File: src/pct_pkg.sv
// peer card table: shared item, result and token types plus action and status codes
// no dependencies
package pct_pkg;

  localparam logic [1:0] ACT_OFFER = 2'd0;
  localparam logic [1:0] ACT_CLEAR = 2'd1;
  localparam logic [1:0] ACT_READ  = 2'd2;

  localparam logic [2:0] ST_UPDATED   = 3'd0;
  localparam logic [2:0] ST_INSERTED  = 3'd1;
  localparam logic [2:0] ST_SELF      = 3'd2;
  localparam logic [2:0] ST_FULL      = 3'd3;
  localparam logic [2:0] ST_SHORT     = 3'd4;
  localparam logic [2:0] ST_CLEARED   = 3'd5;
  localparam logic [2:0] ST_READ      = 3'd6;
  localparam logic [2:0] ST_BAD_INDEX = 3'd7;

  localparam logic REG_OWN_HIGH = 1'b0;
  localparam logic REG_OWN_LOW  = 1'b1;

  localparam logic [5:0] MIN_CARD_LEN = 6'd28;

  typedef struct packed {
    logic [1:0]  action;
    logic [63:0] card_handle_high;
    logic [63:0] card_handle_low;
    logic [63:0] card_org;
    logic [31:0] card_fingerprint;
    logic [5:0]  packet_length;
    logic [30:0] now_ms;
    logic [2:0]  entry_index;
  } pct_in_t;

  typedef struct packed {
    logic [2:0]  status;
    logic [2:0]  slot;
    logic [3:0]  entry_count;
    logic [63:0] out_handle_high;
    logic [63:0] out_handle_low;
    logic [63:0] out_org;
    logic [31:0] out_fingerprint;
    logic [30:0] out_seen_ms;
  } pct_out_t;

  // one operation travelling down the row of entries
  typedef struct packed {
    logic        valid;
    logic [1:0]  action;
    logic        short_card;
    logic        self_card;
    logic [63:0] handle_high;
    logic [63:0] handle_low;
    logic [63:0] org;
    logic [31:0] fingerprint;
    logic [30:0] now_ms;
    logic [2:0]  entry_index;
    logic        found;
    logic        inserted;
    logic        read_hit;
    logic [2:0]  slot;
    logic [63:0] rd_handle_high;
    logic [63:0] rd_handle_low;
    logic [63:0] rd_org;
    logic [31:0] rd_fingerprint;
    logic [30:0] rd_seen_ms;
  } pct_token_t;

endpackage

File: src/pct_cell.sv
// peer card table: one table entry; matches, inserts or reads as the token passes
// depends on pct_pkg
module pct_cell #(
  parameter int TABLE_DEPTH = 8,
  parameter int INDEX       = 0
) (
  input  logic                               clk,
  input  logic                               rst,
  input  logic [$clog2(TABLE_DEPTH+1)-1:0]   count,
  input  pct_pkg::pct_token_t                tok_in,
  output pct_pkg::pct_token_t                tok_out
);
  import pct_pkg::*;

  logic [63:0] handle_high;
  logic [63:0] handle_low;
  logic [63:0] org;
  logic [31:0] fingerprint;
  logic [30:0] seen_ms;

  logic in_use;
  logic offer;
  logic match;
  logic ins;
  logic rd;

  assign in_use = 32'(count) > INDEX;
  assign offer  = tok_in.valid && tok_in.action == ACT_OFFER &&
                  !tok_in.short_card && !tok_in.self_card && !tok_in.found;
  assign match  = offer && in_use && handle_high == tok_in.handle_high &&
                  handle_low == tok_in.handle_low;
  // every entry in use has been checked by the time the token reaches the first free one
  assign ins    = offer && 32'(count) == INDEX;
  assign rd     = tok_in.valid && tok_in.action == ACT_READ && in_use &&
                  32'(tok_in.entry_index) == INDEX;

  always_ff @(posedge clk) begin
    if (match || ins) begin
      org         <= tok_in.org;
      fingerprint <= tok_in.fingerprint;
      seen_ms     <= tok_in.now_ms;
    end
    if (ins) begin
      handle_high <= tok_in.handle_high;
      handle_low  <= tok_in.handle_low;
    end
  end

  always_ff @(posedge clk) begin
    if (rst) begin
      tok_out.valid <= 1'b0;
    end else begin
      tok_out.valid <= tok_in.valid;
    end
    tok_out.action      <= tok_in.action;
    tok_out.short_card  <= tok_in.short_card;
    tok_out.self_card   <= tok_in.self_card;
    tok_out.handle_high <= tok_in.handle_high;
    tok_out.handle_low  <= tok_in.handle_low;
    tok_out.org         <= tok_in.org;
    tok_out.fingerprint <= tok_in.fingerprint;
    tok_out.now_ms      <= tok_in.now_ms;
    tok_out.entry_index <= tok_in.entry_index;
    tok_out.found       <= tok_in.found || match;
    tok_out.inserted    <= tok_in.inserted || ins;
    tok_out.read_hit    <= tok_in.read_hit || rd;
    tok_out.slot        <= (match || ins || rd) ? 3'(INDEX) : tok_in.slot;
    if (rd) begin
      tok_out.rd_handle_high <= handle_high;
      tok_out.rd_handle_low  <= handle_low;
      tok_out.rd_org         <= org;
      tok_out.rd_fingerprint <= fingerprint;
      tok_out.rd_seen_ms     <= seen_ms;
    end else begin
      tok_out.rd_handle_high <= tok_in.rd_handle_high;
      tok_out.rd_handle_low  <= tok_in.rd_handle_low;
      tok_out.rd_org         <= tok_in.rd_org;
      tok_out.rd_fingerprint <= tok_in.rd_fingerprint;
      tok_out.rd_seen_ms     <= tok_in.rd_seen_ms;
    end
  end

endmodule

File: config.mk
export PLATFORM = sky130hd
export DESIGN_NAME = pct_cell
export DESIGN_NICKNAME = d
export VERILOG_FILES = /design/src/pct_pkg.sv /design/src/pct_cell.sv
export SDC_FILE = /design/constraint.sdc
export NUM_CORES = 1
export LEC_CHECK = 0
export BUFFER_PORTS_ARGS = -buffer_cell sky130_fd_sc_hd__buf_2
export CORE_AREA = 3 3 412 414
export CTS_BUF_LIST = sky130_fd_sc_hd__clkbuf_4 sky130_fd_sc_hd__clkbuf_8
export CTS_CLUSTER_DIAMETER = 80
export DETAILED_ROUTE_END_ITERATION = 10
export DIE_AREA = 0 0 415 417
export SETUP_SLACK_MARGIN = 0.5
export SYNTH_ARGS = -nofsm -noshare
export SYNTH_HDL_FRONTEND = slang
export SYNTH_SLANG_ARGS = --single-unit
File: constraint.sdc
create_clock -name clk -period 22.3 [get_ports clk]
set_input_delay 1.115 -clock clk [delete_from_list [all_inputs] [get_ports clk]]
set_output_delay 1.115 -clock clk [all_outputs]
set_load 0.05 [all_outputs]
==> run_results.csv <==
group,metric,value,unit
run_status,outcome,"finished, final reports clean",
layout,syn2layout_area_growth,47.8,%
setup_path,worstSetupPathType,"primary input to flip-flop",
synth,yosys_warnings,0,
layout,fin_cells,4767,
global_routing,grt_pass1_wl,131,mm
die,die_w,415,µm
setup_path,reg2reg_depth,7,
die,start_util,13.7,%
setup_path,cpMostUsedCell,"buf_4",
synth,async_reset_ff_share,0,%
sta,maxSlewHeadroom,29.4,%
hold_path,hold_path.class,"primary input to flip-flop",
setup_path,path_cells,"buf_2 -> nor2b_1 -> nand2_1 -> nor4_1 -> nand4_1 -> nor4_4 -> or2_4 -> buf_4 -> buf_4",
setup_path,end_kind,"flip-flop",
clock_network,cts_tree,"yes",
die,dieArea,173000,µm²
drt,dr.pass1.iters,5,
clock_network,cts_setup_buffers,0,
power,p_leak,14.0,nW
clock_network,cts_buffers,138,
layout,final_core_util,20.3,%
synth,synth_area_per_cell,18.0,µm²
sta,tns,0,ns
drt,ant_nets,0,
global_routing,antenna_found_initial,26,
drt,drt-vias-per-instance,3.21,
sta,setup_viol,0,
clock_network,root_buffer,"clkbuf_8",
drt,remaining_drc_errors,0,
setup_path,arrival,5.29,ns
synth,synthesis.nets,1799,
die,dieHeight,417,µm
global_routing,overflow,0,
placed_design,dp_hpwl,80.6,mm
clock_network,cts_max_level,4,
global_routing,grt_max_degree,132,
layout,final_nets,2976,
clock_network,clkTransAtPathRegs,0.06,ns
sta,fmax,207,MHz
synth,ys_seq_elements,779,
global_routing,first_global_vias,16200,
drt,routed_wl,99.4,mm
clock_network,insertion_delay,0.84,ns
sta,period_minus_slack,4.84,ns
sta,skew,0.0265,ns
synth,syn_inst,1269,
die,rows,150,
setup_path,timing.critical_path.required,22.75,ns
die,ios,1054,
clock_network,cts_resized,0,
drt,vias,15300,
synth,synth_cell_types,30,
sta,worst_pin_slew,1.05,ns
setup_path,cpPeakStageDelay,0.76,ns
sta,period_share,21.7,%
layout,drive_gt1_share,53.4,%
clock_network,clk_path_buf_depth,3,
setup_path,worstSetupStartpointType,"primary input",
clock_network,clock-sinks,779,
placed_design,placed_cells,4510,
synth,synth-edff-count,255,
power,powerDensity,98.9,nW/µm²
global_routing,grt_usage,11.0,%
drt,drt_iter0_markers,904,
synth,synth_flop_cell,"dfxtp_1",
placed_design,io_buffers,1053,
sta,hold_viol,0,
layout,fillerInstances,18000,
hold_path,hold_depth,1,
setup_path,crit_fanout,63,
synth,syn-cell-area,22900,µm²
clock_network,cts_hold_buffers,0,
drt,drt-wirelength-per-cell,20.9,µm
sta,grt_setup_unrepaired,"no",
power,ir_worst_vdd,0.0673,mV
sta,drv_slew,0,
synth,seq_area_frac_synth,79.3,%
setup_path,cp_slowest_cell,"buf_4",
die,coreArea,167000,µm²
run,cap_violations,0,
placed_design,gp_congestion,0.886,
[report_power, final]
| part | internal, mW | leakage (nW) | switching (mW) |
|---|---|---|---|
| Clock | 0.821 | 1.60 | 0.621 |
| Sequential | 1.52 | 6.71 | 0.0164 |
| Combinational | 0.0903 | 5.73 | 0.278 |
| Total | 2.43 | 14.0 | 0.916 |
[registers in the layout, indices dropped and copies added, names as in the netlist]
| name | flops |
|---|---|
| org | 64 |
| tok_out | 524 |
| handle_high | 64 |
| seen_ms | 31 |
| fingerprint | 32 |
| handle_low | 64 |
[routing by layer]
metal,share of wire (%),up-vias,global-route usage (%)
li1,-,6884,-
met1,36,7514,11.6
met2,51,727,18.9
met3,10,151,5.20
met4,2.8,10,4.62
met5,0.065,-,0
[cells by family (layout without fill, tap and decap cells)]
| kind of cell | Yosys count | after routing | synth area share [%] |
|---|---|---|---|
| DFF | 779 | 779 | 79.3 |
| muxes | 252 | 252 | 12.4 |
| xor gates and xnor gates | 118 | 118 | 4.52 |
| and+or+nand+nor | 74 | 74 | 2.01 |
| buffers and inverters | 35 | 1324 | 1.37 |
| AOI/OAI and AO/OA | 11 | 11 | 0.356 |
| other | 0 | 5 | 0 |
[stage by stage]
| stage | worst slack [ns] | cell area, µm² | power, mW | hold slack [ns] |
|---|---|---|---|---|
| after detailed placement | 16.32 | 30800 | 1.94 | 0.433 |
| final | 17.46 | 33800 | 3.34 | 0.400 |
| after global routing | 17.02 | 33800 | 3.47 | 0.281 |
| after global placement | 16.30 | 30800 | 1.93 | 0.428 |
| after CTS | 17.10 | 33800 | 3.40 | 0.223 |
| after floorplan | 11.66 | 22900 | 1.78 | 0.425 |
[placed cells by master, fill, tap and decap left out, drive strengths merged]
master	synthesis	layout
a2111o	2	2
a221o	1	1
a31oi	1	1
buf	28	1065
bufinv	0	6
clkbuf	0	212
clkinv	0	22
clkinvlp	0	4
dfxtp	524	524
diode	0	5
edfxtp	255	255
inv	7	15
mux2	252	252
nand2	9	9
nand2b	4	4
nand3	2	2
nand4	26	26
nor2	4	4
nor2b	8	8
nor3	2	2
nor4	14	14
nor4b	1	1
o2111ai	1	1
o21ai	3	3
o22ai	3	3
or2	3	3
or4	1	1
xnor2	96	96
xor2	22	22
[worst max-delay path: cells and delay by family]
kind | cells | cell delay, ns
buffers and inverters | 3 | 1.45
and+or+nand+nor | 6 | 2.48
[Yosys cell counts, drive strengths merged, types with 4 or more instances]
cell type / number / share of area (%)
mux2: 252 / 12
buf: 28 / 1.3
nand4: 26 / 0.71
edfxtp: 255 / 33
xor2: 22 / 0.84
xnor2: 96 / 3.7
nand2b: 4 / 0.11
nand2: 9 / 0.15
inv: 7 / 0.11
nor2: 4 / 0.066
nor4: 14 / 0.45
nor2b: 8 / 0.22
dfxtp: 524 / 46
[cell type report]
class                           instances  area, µm²  share of cell area (%)
Clock buffer                          212       2600                    7.69
Timing Repair Buffer                 1065       5370                    15.9
Multi-Input combinational cell        455       4470                    13.2
Tap cell                             2204       2760                    8.16
Antenna cell                            5       12.5                  0.0370
Inverter                                7       26.3                  0.0777
Sequential cell                       779      18100                    53.7
Clock inverter                         40        430                    1.27
[path summary, 6_finish.rpt]
kind / from / endpoint / slack, ns
max: tok_in[521] / org[19] / 17.46
min: tok_in[364] / tok_out[364] / 0.40
min reg2reg: org[45] / tok_out[108] / 0.44
max reg2reg: handle_low[36] / org[19] / 17.47
(Power assumes the default switching activity.)
