$ cat config.mk
export PLATFORM = sky130hd
export DESIGN_NAME = pct_front
export DESIGN_NICKNAME = d
export VERILOG_FILES = /design/src/pct_pkg.sv /design/src/pct_front.sv
export SDC_FILE = /design/constraint.sdc
export NUM_CORES = 1
export LEC_CHECK = 0
export ABC_AREA = 1
export BUFFER_PORTS_ARGS = -buffer_cell sky130_fd_sc_hd__buf_2
export CAP_MARGIN = 10
export CELL_PAD_IN_SITES_DETAIL_PLACEMENT = 1
export CELL_PAD_IN_SITES_GLOBAL_PLACEMENT = 1
export CORE_AREA = 2 2 363 365
export DETAILED_ROUTE_END_ITERATION = 8
export DIE_AREA = 0 0 365 367
export PLACE_DENSITY = 0.42
export SYNTH_ARGS = -nofsm -noshare
export SYNTH_HDL_FRONTEND = slang
export SYNTH_SLANG_ARGS = --single-unit
$ cat constraint.sdc
create_clock -name clk -period 2.1 [get_ports clk]
set_input_delay 0.105 -clock clk [delete_from_list [all_inputs] [get_ports clk]]
set_output_delay 0.105 -clock clk [all_outputs]
set_load 0.005 [all_outputs]
$ cat src/pct_pkg.sv
// peer card table: shared item, result and token types plus action and status codes
// no dependencies
package pct_pkg;

  localparam logic [1:0] ACT_OFFER = 2'd0;
  localparam logic [1:0] ACT_CLEAR = 2'd1;
  localparam logic [1:0] ACT_READ  = 2'd2;

  localparam logic [2:0] ST_UPDATED   = 3'd0;
  localparam logic [2:0] ST_INSERTED  = 3'd1;
  localparam logic [2:0] ST_SELF      = 3'd2;
  localparam logic [2:0] ST_FULL      = 3'd3;
  localparam logic [2:0] ST_SHORT     = 3'd4;
  localparam logic [2:0] ST_CLEARED   = 3'd5;
  localparam logic [2:0] ST_READ      = 3'd6;
  localparam logic [2:0] ST_BAD_INDEX = 3'd7;

  localparam logic REG_OWN_HIGH = 1'b0;
  localparam logic REG_OWN_LOW  = 1'b1;

  localparam logic [5:0] MIN_CARD_LEN = 6'd28;

  typedef struct packed {
    logic [1:0]  action;
    logic [63:0] card_handle_high;
    logic [63:0] card_handle_low;
    logic [63:0] card_org;
    logic [31:0] card_fingerprint;
    logic [5:0]  packet_length;
    logic [30:0] now_ms;
    logic [2:0]  entry_index;
  } pct_in_t;

  typedef struct packed {
    logic [2:0]  status;
    logic [2:0]  slot;
    logic [3:0]  entry_count;
    logic [63:0] out_handle_high;
    logic [63:0] out_handle_low;
    logic [63:0] out_org;
    logic [31:0] out_fingerprint;
    logic [30:0] out_seen_ms;
  } pct_out_t;

  // one operation travelling down the row of entries
  typedef struct packed {
    logic        valid;
    logic [1:0]  action;
    logic        short_card;
    logic        self_card;
    logic [63:0] handle_high;
    logic [63:0] handle_low;
    logic [63:0] org;
    logic [31:0] fingerprint;
    logic [30:0] now_ms;
    logic [2:0]  entry_index;
    logic        found;
    logic        inserted;
    logic        read_hit;
    logic [2:0]  slot;
    logic [63:0] rd_handle_high;
    logic [63:0] rd_handle_low;
    logic [63:0] rd_org;
    logic [31:0] rd_fingerprint;
    logic [30:0] rd_seen_ms;
  } pct_token_t;

endpackage

$ cat src/pct_front.sv
// peer card table: front stage, trims handles and org at their first zero byte
// and flags short and self cards; depends on pct_pkg
module pct_front (
  input  logic               clk,
  input  logic               rst,
  input  logic               accept,
  input  pct_pkg::pct_in_t   item,
  input  logic [63:0]        own_handle_high,
  input  logic [63:0]        own_handle_low,
  output pct_pkg::pct_token_t tok
);
  import pct_pkg::*;

  function automatic logic [127:0] trim16(input logic [127:0] w);
    logic [127:0] r;
    logic ended;
    r = '0;
    ended = 1'b0;
    for (int i = 0; i < 16; i++) begin
      if (!ended) begin
        r[127 - 8 * i -: 8] = w[127 - 8 * i -: 8];
        if (w[127 - 8 * i -: 8] == 8'd0) ended = 1'b1;
      end
    end
    return r;
  endfunction

  function automatic logic [63:0] trim8(input logic [63:0] w);
    logic [63:0] r;
    logic ended;
    r = '0;
    ended = 1'b0;
    for (int i = 0; i < 8; i++) begin
      if (!ended) begin
        r[63 - 8 * i -: 8] = w[63 - 8 * i -: 8];
        if (w[63 - 8 * i -: 8] == 8'd0) ended = 1'b1;
      end
    end
    return r;
  endfunction

  logic [127:0] card_h;
  logic [127:0] own_h;

  assign card_h = trim16({item.card_handle_high, item.card_handle_low});
  assign own_h  = trim16({own_handle_high, own_handle_low});

  always_ff @(posedge clk) begin
    if (rst) begin
      tok.valid <= 1'b0;
    end else begin
      tok.valid <= accept;
    end
    if (accept) begin
      tok.action         <= item.action;
      tok.short_card     <= item.packet_length < MIN_CARD_LEN;
      tok.self_card      <= card_h == own_h;
      tok.handle_high    <= card_h[127:64];
      tok.handle_low     <= card_h[63:0];
      tok.org            <= trim8(item.card_org);
      tok.fingerprint    <= item.card_fingerprint;
      tok.now_ms         <= item.now_ms;
      tok.entry_index    <= item.entry_index;
      tok.found          <= 1'b0;
      tok.inserted       <= 1'b0;
      tok.read_hit       <= 1'b0;
      tok.slot           <= '0;
      tok.rd_handle_high <= '0;
      tok.rd_handle_low  <= '0;
      tok.rd_org         <= '0;
      tok.rd_fingerprint <= '0;
      tok.rd_seen_ms     <= '0;
    end
  end

endmodule

==> run metrics, run 1 <==
status=finished with violations; violations in the final reports=setup timing; Tot GR Track Use=roughly an eighth; post-synth top area share=between 40% and 50%; layout cell share with drive strength beyond 1=41.32%; clk buf depth=3; largest net degree at the start of global routing=58; syn_area_per_cell=between 8 and 9 sq um; clock-pin transition on the worst setup and hold timing paths=~60 ps; Cell Chain, Critical Path=buf_8, nor2_4, nand2_4, buf_6, inv_4, nand2_4, nand3_4, nor2_4, nand4_4, nor2_4, buf_12, nand4_4, nor2_8, buf_12, nand2_8, nor2_8, nand3_2, xor2_2, nand2_1, nor2_1, nand2_2, nor2_2; asr flop ratio synth=0%; worst min-delay path class=in -> reg; Cell Area, Synth=between 0.015 and 0.02 sq mm; critical path data required time=~2600 ps; Final nets=about 3600; Power per Cell Area=approximately 600 mW/mm^2; maximum vdd drop=between 0.4 and 0.5 mV; die boundary height=approximately 370 um; Max Cap Violations=0; Worst path max stage delay=210 ps; Final setup viols=1; clk root buf=clkbuf_16; number of global-route vias before repair=17080; max-slew violations=0; Syn Inst Count=around 1900; type of origin of the critical path=input port; Setup CP Type=in -> reg; first-pass GRT wire length=116300 um; crit-path max FO=6; Compound-Gate Fraction of Synth Area=around 2.1%; Primary FF master, synth=edfxtp_1; hold depth=4; post-DP HPWL=roughly 69000 um; Core Area=between 0.1 and 0.15 sq mm; Row Count=roughly 130; 1st-iter DRT viols=between 600 and 700; Die W=around 370 um; Synth Area in XOR/XNOR=between 1 and 1.5%; crit path capture type=flop; largest cells by area after synthesis=edfxtp_1 50%, buf_4 12%, nand2_1 8.5%, nor2_1 8.0%, inv_1 7.5%; Post-Layout Cell Count=around 5000; Yosys warnings=0; Initial Utilization=12.11%; family with the most delay on the worst path=simple AND/OR/NAND/NOR gates; worst-path cell with the longest stage delay=nor2_4; hold endpoint=tok[507]; area share of and/or/nand/nor cells after synthesis=25.93%; Hold Path Origin=item[252]; WP data arrival=2750 ps; Final ANT Viol Nets=0; Distinct cells, synth=32; most used cell along the critical path=nor2_4; post-DR wirelength/cell=16.77 um; Top-Level Pins=just over 900; Largest register FFs=around 260; placed insts=4681; I/O Buffers=about 660; most flop-heavy register=tok; Worst Setup Slack, final=-196.4 ps; TritonCTS clock tree=done; EDFF count, synth=roughly 260; initial antenna violation count=19; #FFs+latches synth=between 200 and 300; Largest regs=tok x263; total CTS buffers=39; Residual DRC=0; Final Power=between 15000 and 20000 uW; grt ovf=0; area grow syn2layout=75.71%; largest family of logic cells by synthesized area=simple AND/OR/NAND/NOR gates; TritonRoute pass-1 iters=4; Hold Vio Cnt, Final=0; die area=0.1340 sq mm; worst path bufs/invs=5; leakage=about 0.014 uW; vias per inst=about 3.3; final wirelength=between 80000 and 90000 um; Highest Clock Rate=approximately 0.44 GHz; area leader, netlist=edfxtp_1; RSZ-0062 raised after global routing=true; Tmin final=around 2300 ps; RePlAce Congestion=about 0.8; Clock Sink Count=about 260; mux contribution to synthesized area=0%; H-tree depth=2; Tcrit/Tclk final=109.4%; vias post-DR=~16000; Post-Synth Adder-Cell Area=0%; post-synthesis sequential area ratio=between 40% and 50%; Hold Slack=about 30 ps
## cell families (layout without fill, tap and decap cells)
kind of cell | after synthesis | after routing
buffers and inverters | 602 | 1686
DFF | 263 | 263
AOI/OAI and AO/OA | 67 | 67
xor gates and xnor gates | 24 | 24
other | 1 | 263
and+or+nand+nor | 914 | 915
## placed cells by master, fill, tap and decap left out, drive strengths merged
| master | synthesis | routed |
|---|---|---|
| conb | 1 | 261 |
| nand3 | 108 | 108 |
| clkinvlp | 0 | 2 |
| dlygate4sd3 | 0 | 197 |
| clkbuf | 4 | 53 |
| nor4 | 41 | 41 |
| nand4 | 34 | 34 |
| o21ai | 61 | 61 |
| nand2 | 366 | 366 |
| a21oi | 5 | 5 |
| dfxtp | 1 | 1 |
| xor2 | 10 | 10 |
| edfxtp | 262 | 262 |
| or2 | 5 | 5 |
| bufinv | 0 | 4 |
| xnor2 | 14 | 14 |
| diode | 0 | 2 |
| nor3 | 3 | 3 |
| clkinv | 0 | 8 |
| nor2 | 357 | 358 |
| buf | 271 | 1094 |
| inv | 327 | 328 |
| a31o | 1 | 1 |
## worst max path at each step
stage                             start  endpoint  cells past startpoint
floorplan                     item[260]  tok[519]                     18
global placement    own_handle_high[56]  tok[519]                     25
detailed placement  own_handle_high[56]  tok[519]                     25
CTS                 own_handle_high[57]  tok[519]                     24
global route                  item[248]  tok[519]                     24
finish              own_handle_high[57]  tok[519]                     22
## cell usage after synthesis (6+ instances only)
| cell | count |
|---|---|
| nand2_1 | 359 |
| nor2_1 | 335 |
| inv_1 | 315 |
| buf_4 | 263 |
| edfxtp_1 | 262 |
| nand3_1 | 104 |
| o21ai_0 | 55 |
| nor4_1 | 41 |
| nand4_1 | 25 |
| xnor2_1 | 14 |
| inv_2 | 12 |
| xor2_1 | 10 |
| nor2_2 | 9 |
| nor2_4 | 8 |
| buf_2 | 6 |
| o21ai_1 | 6 |
## layout make-up
class	instances	area, sq um
Inverter	327	1242
Tap cell	1755	2196
Sequential cell	263	7888
Clock buffer	53	1049
Multi-Input combinational cell	1267	6185
Clock inverter	15	245.2
Fill cell	15840	102700
Antenna cell	2	5.005
Timing Repair Buffer	1291	8954
## metrics by stage
step,area [sq um],setup TNS [ps],utilization (%),setup WS [ps]
5_1_grt,27760,-370.5,21.28,-370.5
3_3_place_gp,23530,-16570,18.04,-1365
6_report,27760,-196.4,21.28,-196.4
2_1_floorplan,16820,-128.6,-,-128.6
3_5_place_dp,23530,-16650,18.04,-1403
4_1_cts,27220,-242.2,20.87,-242.2
## report_power, final
part	switching (uW)	internal, uW	leakage [uW]
Combinational	1770	1640	0.0109
Clock	2750	4030	0.000615
Sequential	150	6270	0.00257
## worst min-delay path, stage by stage
cell,delay [ps]
buf_6,70
inv_1,80
nor2_1,150
buf_4,120
## per-layer routing
metal  vias to the layer above  part of all wire (%)  GRT usage (%)
met3                       102                   8.0          3.498
li1                       8048                     -              -
met2                       595                    49          20.97
met1                      7707                    41          14.08
met5                         -                  0.15              0
met4                        22                   2.1          2.881
## repair_timing
| item | 4_1_cts | 5_1_grt |
|---|---|---|
| endpoints found under the setup margin | 1 | 5 |
| hold buffers | 197 | 0 |
| endpoints found under the hold margin | 209 | 0 |
| gates resized for setup | 84 | 119 |
| pin swaps | 36 | 65 |
| buffers inserted | 11 | 12 |
| gates cloned | 2 | 1 |
Note: power is estimated with default switching activity, not from simulation.
==> run 2: changes to the inputs <==
SKIP_CTS_REPAIR_TIMING = 1   (was unset)
==> run 2 against run 1 <==
Compared with the run above: setup slack worse by 93 ps; fmax down 3.9%; global-route usage down 0.40 points; first-iteration DRC count up 21%; the run still ends with setup timing left; via count down 0.83%; clock-buffer cell count unchanged; cell count down 0.44%; routed wire length about the same; non-clock buffer count down 25; clock power about the same; die area unchanged.
==> run metrics, run 2 (synthesis results as in run 1) <==
Max Cap Violations=0 (unchanged); NetSw=4634 uW (-0.68%); Largest register FFs=263 (unchanged); multi-input logic area=0.005978 sq mm (-3.3%); fill count=15870 (+0.24%); Worst Setup Slack, final=-289.6 ps (-93.21 ps); vias post-DR=16340 (-0.83%); post-DP HPWL=69420 um (unchanged); Tot GR Track Use=11.52% (-0.40 points); Power per Cell Area=607.0 mW/mm^2 (+1.5%); clock-pin transition on the worst setup and hold timing paths=50 ps (about the same); layout cell share with drive strength beyond 1=40.43% (-0.90 points); 1st-iter DRT viols=746 (+21%); Final nets=3561 (-0.70%); Clock Sink Count=263 (unchanged); I/O Buffers=657 (unchanged); critical path data required time=2550 ps (about the same); die area=0.1340 sq mm (unchanged); fin area=0.02722 sq mm (-2.0%); most flop-heavy register=tok; max-slew violations=0 (unchanged); maximum vdd drop=0.4833 mV (+0.52%); initial antenna violation count=20 (+1); commonest non-fill, non-tap cell in the layout=buf_2; clk buf depth=3 (unchanged); clk root buf=clkbuf_16; Row Count=133 (unchanged); Die W=365 um (unchanged); WP data arrival=2840 ps (+90 ps); placement-stage cell area=0.02353 sq mm (unchanged); grt ovf=0 (unchanged); most frequent cells in the layout=647 x buf_2, 407 x buf_4, 338 x nand2_1; Sw Ratio=28.05% (-0.040 points); Worst Setup SP=own_handle_high[57]; Initial Utilization=12.11% (unchanged); crit path capture type=flop; flip-flop and latch area=0.007888 sq mm (unchanged); post-DR wirelength/cell=16.84 um (+0.40%); Largest regs=tok x263; Tmin final=2390 ps (+93.21 ps); Tcrit/Tclk final=113.8% (+4.4 points); final setup TNS=-289.6 ps (-93.21 ps); Top-Level Pins=921 (unchanged); TritonRoute pass-1 iters=4 (unchanged); crit-path max FO=8 (+2); first-pass GRT wire length=111300 um (-4.3%); Gate power share=20.1% (-0.4 points); final wirelength=83370 um (about the same); Setup CP Type=in -> reg; Final ANT Viol Nets=0 (unchanged); Residual DRC=0 (unchanged); Final setup viols=1 (unchanged); Core Area=0.1305 sq mm (unchanged); vias per inst=3.300 (-0.39%); RePlAce Congestion=0.7975 (unchanged); total CTS buffers=39 (unchanged); H-tree depth=2 (unchanged); Highest Clock Rate=0.4185 GHz (-3.9%); RSZ-0062 raised after global routing=true; share of power burned in registers=38.9% (+0.2 points); pre-CTS setup slack=-1403 ps (unchanged); area grow syn2layout=72.26%; Final Power=16520 uW (-0.53%); largest net degree at the start of global routing=58 (unchanged); Util after Layout=20.86% (-0.42 points); Hold Vio Cnt, Final=0 (unchanged); Clk network pwr share=41.0% (+0.2 points); leakage=0.01387 uW (-1.5%); die boundary height=367 um (unchanged); violations in the final reports=setup timing; Hold Path Origin=item[187]; number of global-route vias before repair=15830 (-7.3%); TritonCTS clock tree=done; status=finished with violations; type of origin of the critical path=input port; Int Pwr=11890 uW (-0.48%); worst min-delay path class=in -> reg
run 2: worst paths after layout:
kind	cells past startpoint	slack (ps)	endpoint
max	23	-290	tok[519]
min	4	20	tok[442]
run 2: metrics by stage:
stage	cells	hold WS [ps]
after floorplan	2131	176.2
after global placement	4681	262.5
after detailed placement	4681	270.6
after CTS	4749	-403.6
after global routing	4947	1.320
final	4951	18.54
run 2: power by group through the flow:
stage / Combinational, uW / Sequential [uW] / Clock [uW]
floorplan: 1200 / 6540 / 0
global placement: 3010 / 6520 / 0
detailed placement: 3020 / 6520 / 0
CTS: 3030 / 6430 / 7140
global route: 3700 / 6460 / 7270
finish: 3330 / 6420 / 6780
run 2: per-layer routing:
metal	up-vias	global-route usage [%]	share of wire, %	wire length, um
met5	-	0	0.15	121
met4	22	2.564	1.8	1510
met3	90	3.372	7.7	6382
met2	581	20.23	49	40920
met1	7645	13.72	41	34440
li1	7999	-	-	-
run 2: worst max-delay path, stage by stage:
cell     delay [ps]
buf_8            80
nor2_4           40
nand2_4          90
buf_6           100
inv_4            30
nand2_4          70
nand3_4         100
nor2_4          230
nand4_4         170
nor2_4          180
buf_12          130
nand4_4         140
nor2_8          170
buf_12          150
nand2_8          70
nor2_8          150
buf_12          130
nand3_2          60
xor2_1          190
nand2_1          80
nor2_1          110
nand2_2         100
nor2_2          110
run 2: area by class of cell:
class,instances,area share (%)
Multi-Input combinational cell,1267,21.96
Inverter,327,4.528
Sequential cell,263,28.98
Antenna cell,5,0.04597
Timing Repair Buffer,1266,31.66
Tap cell,1755,8.068
Clock inverter,15,0.9010
Clock buffer,53,3.852
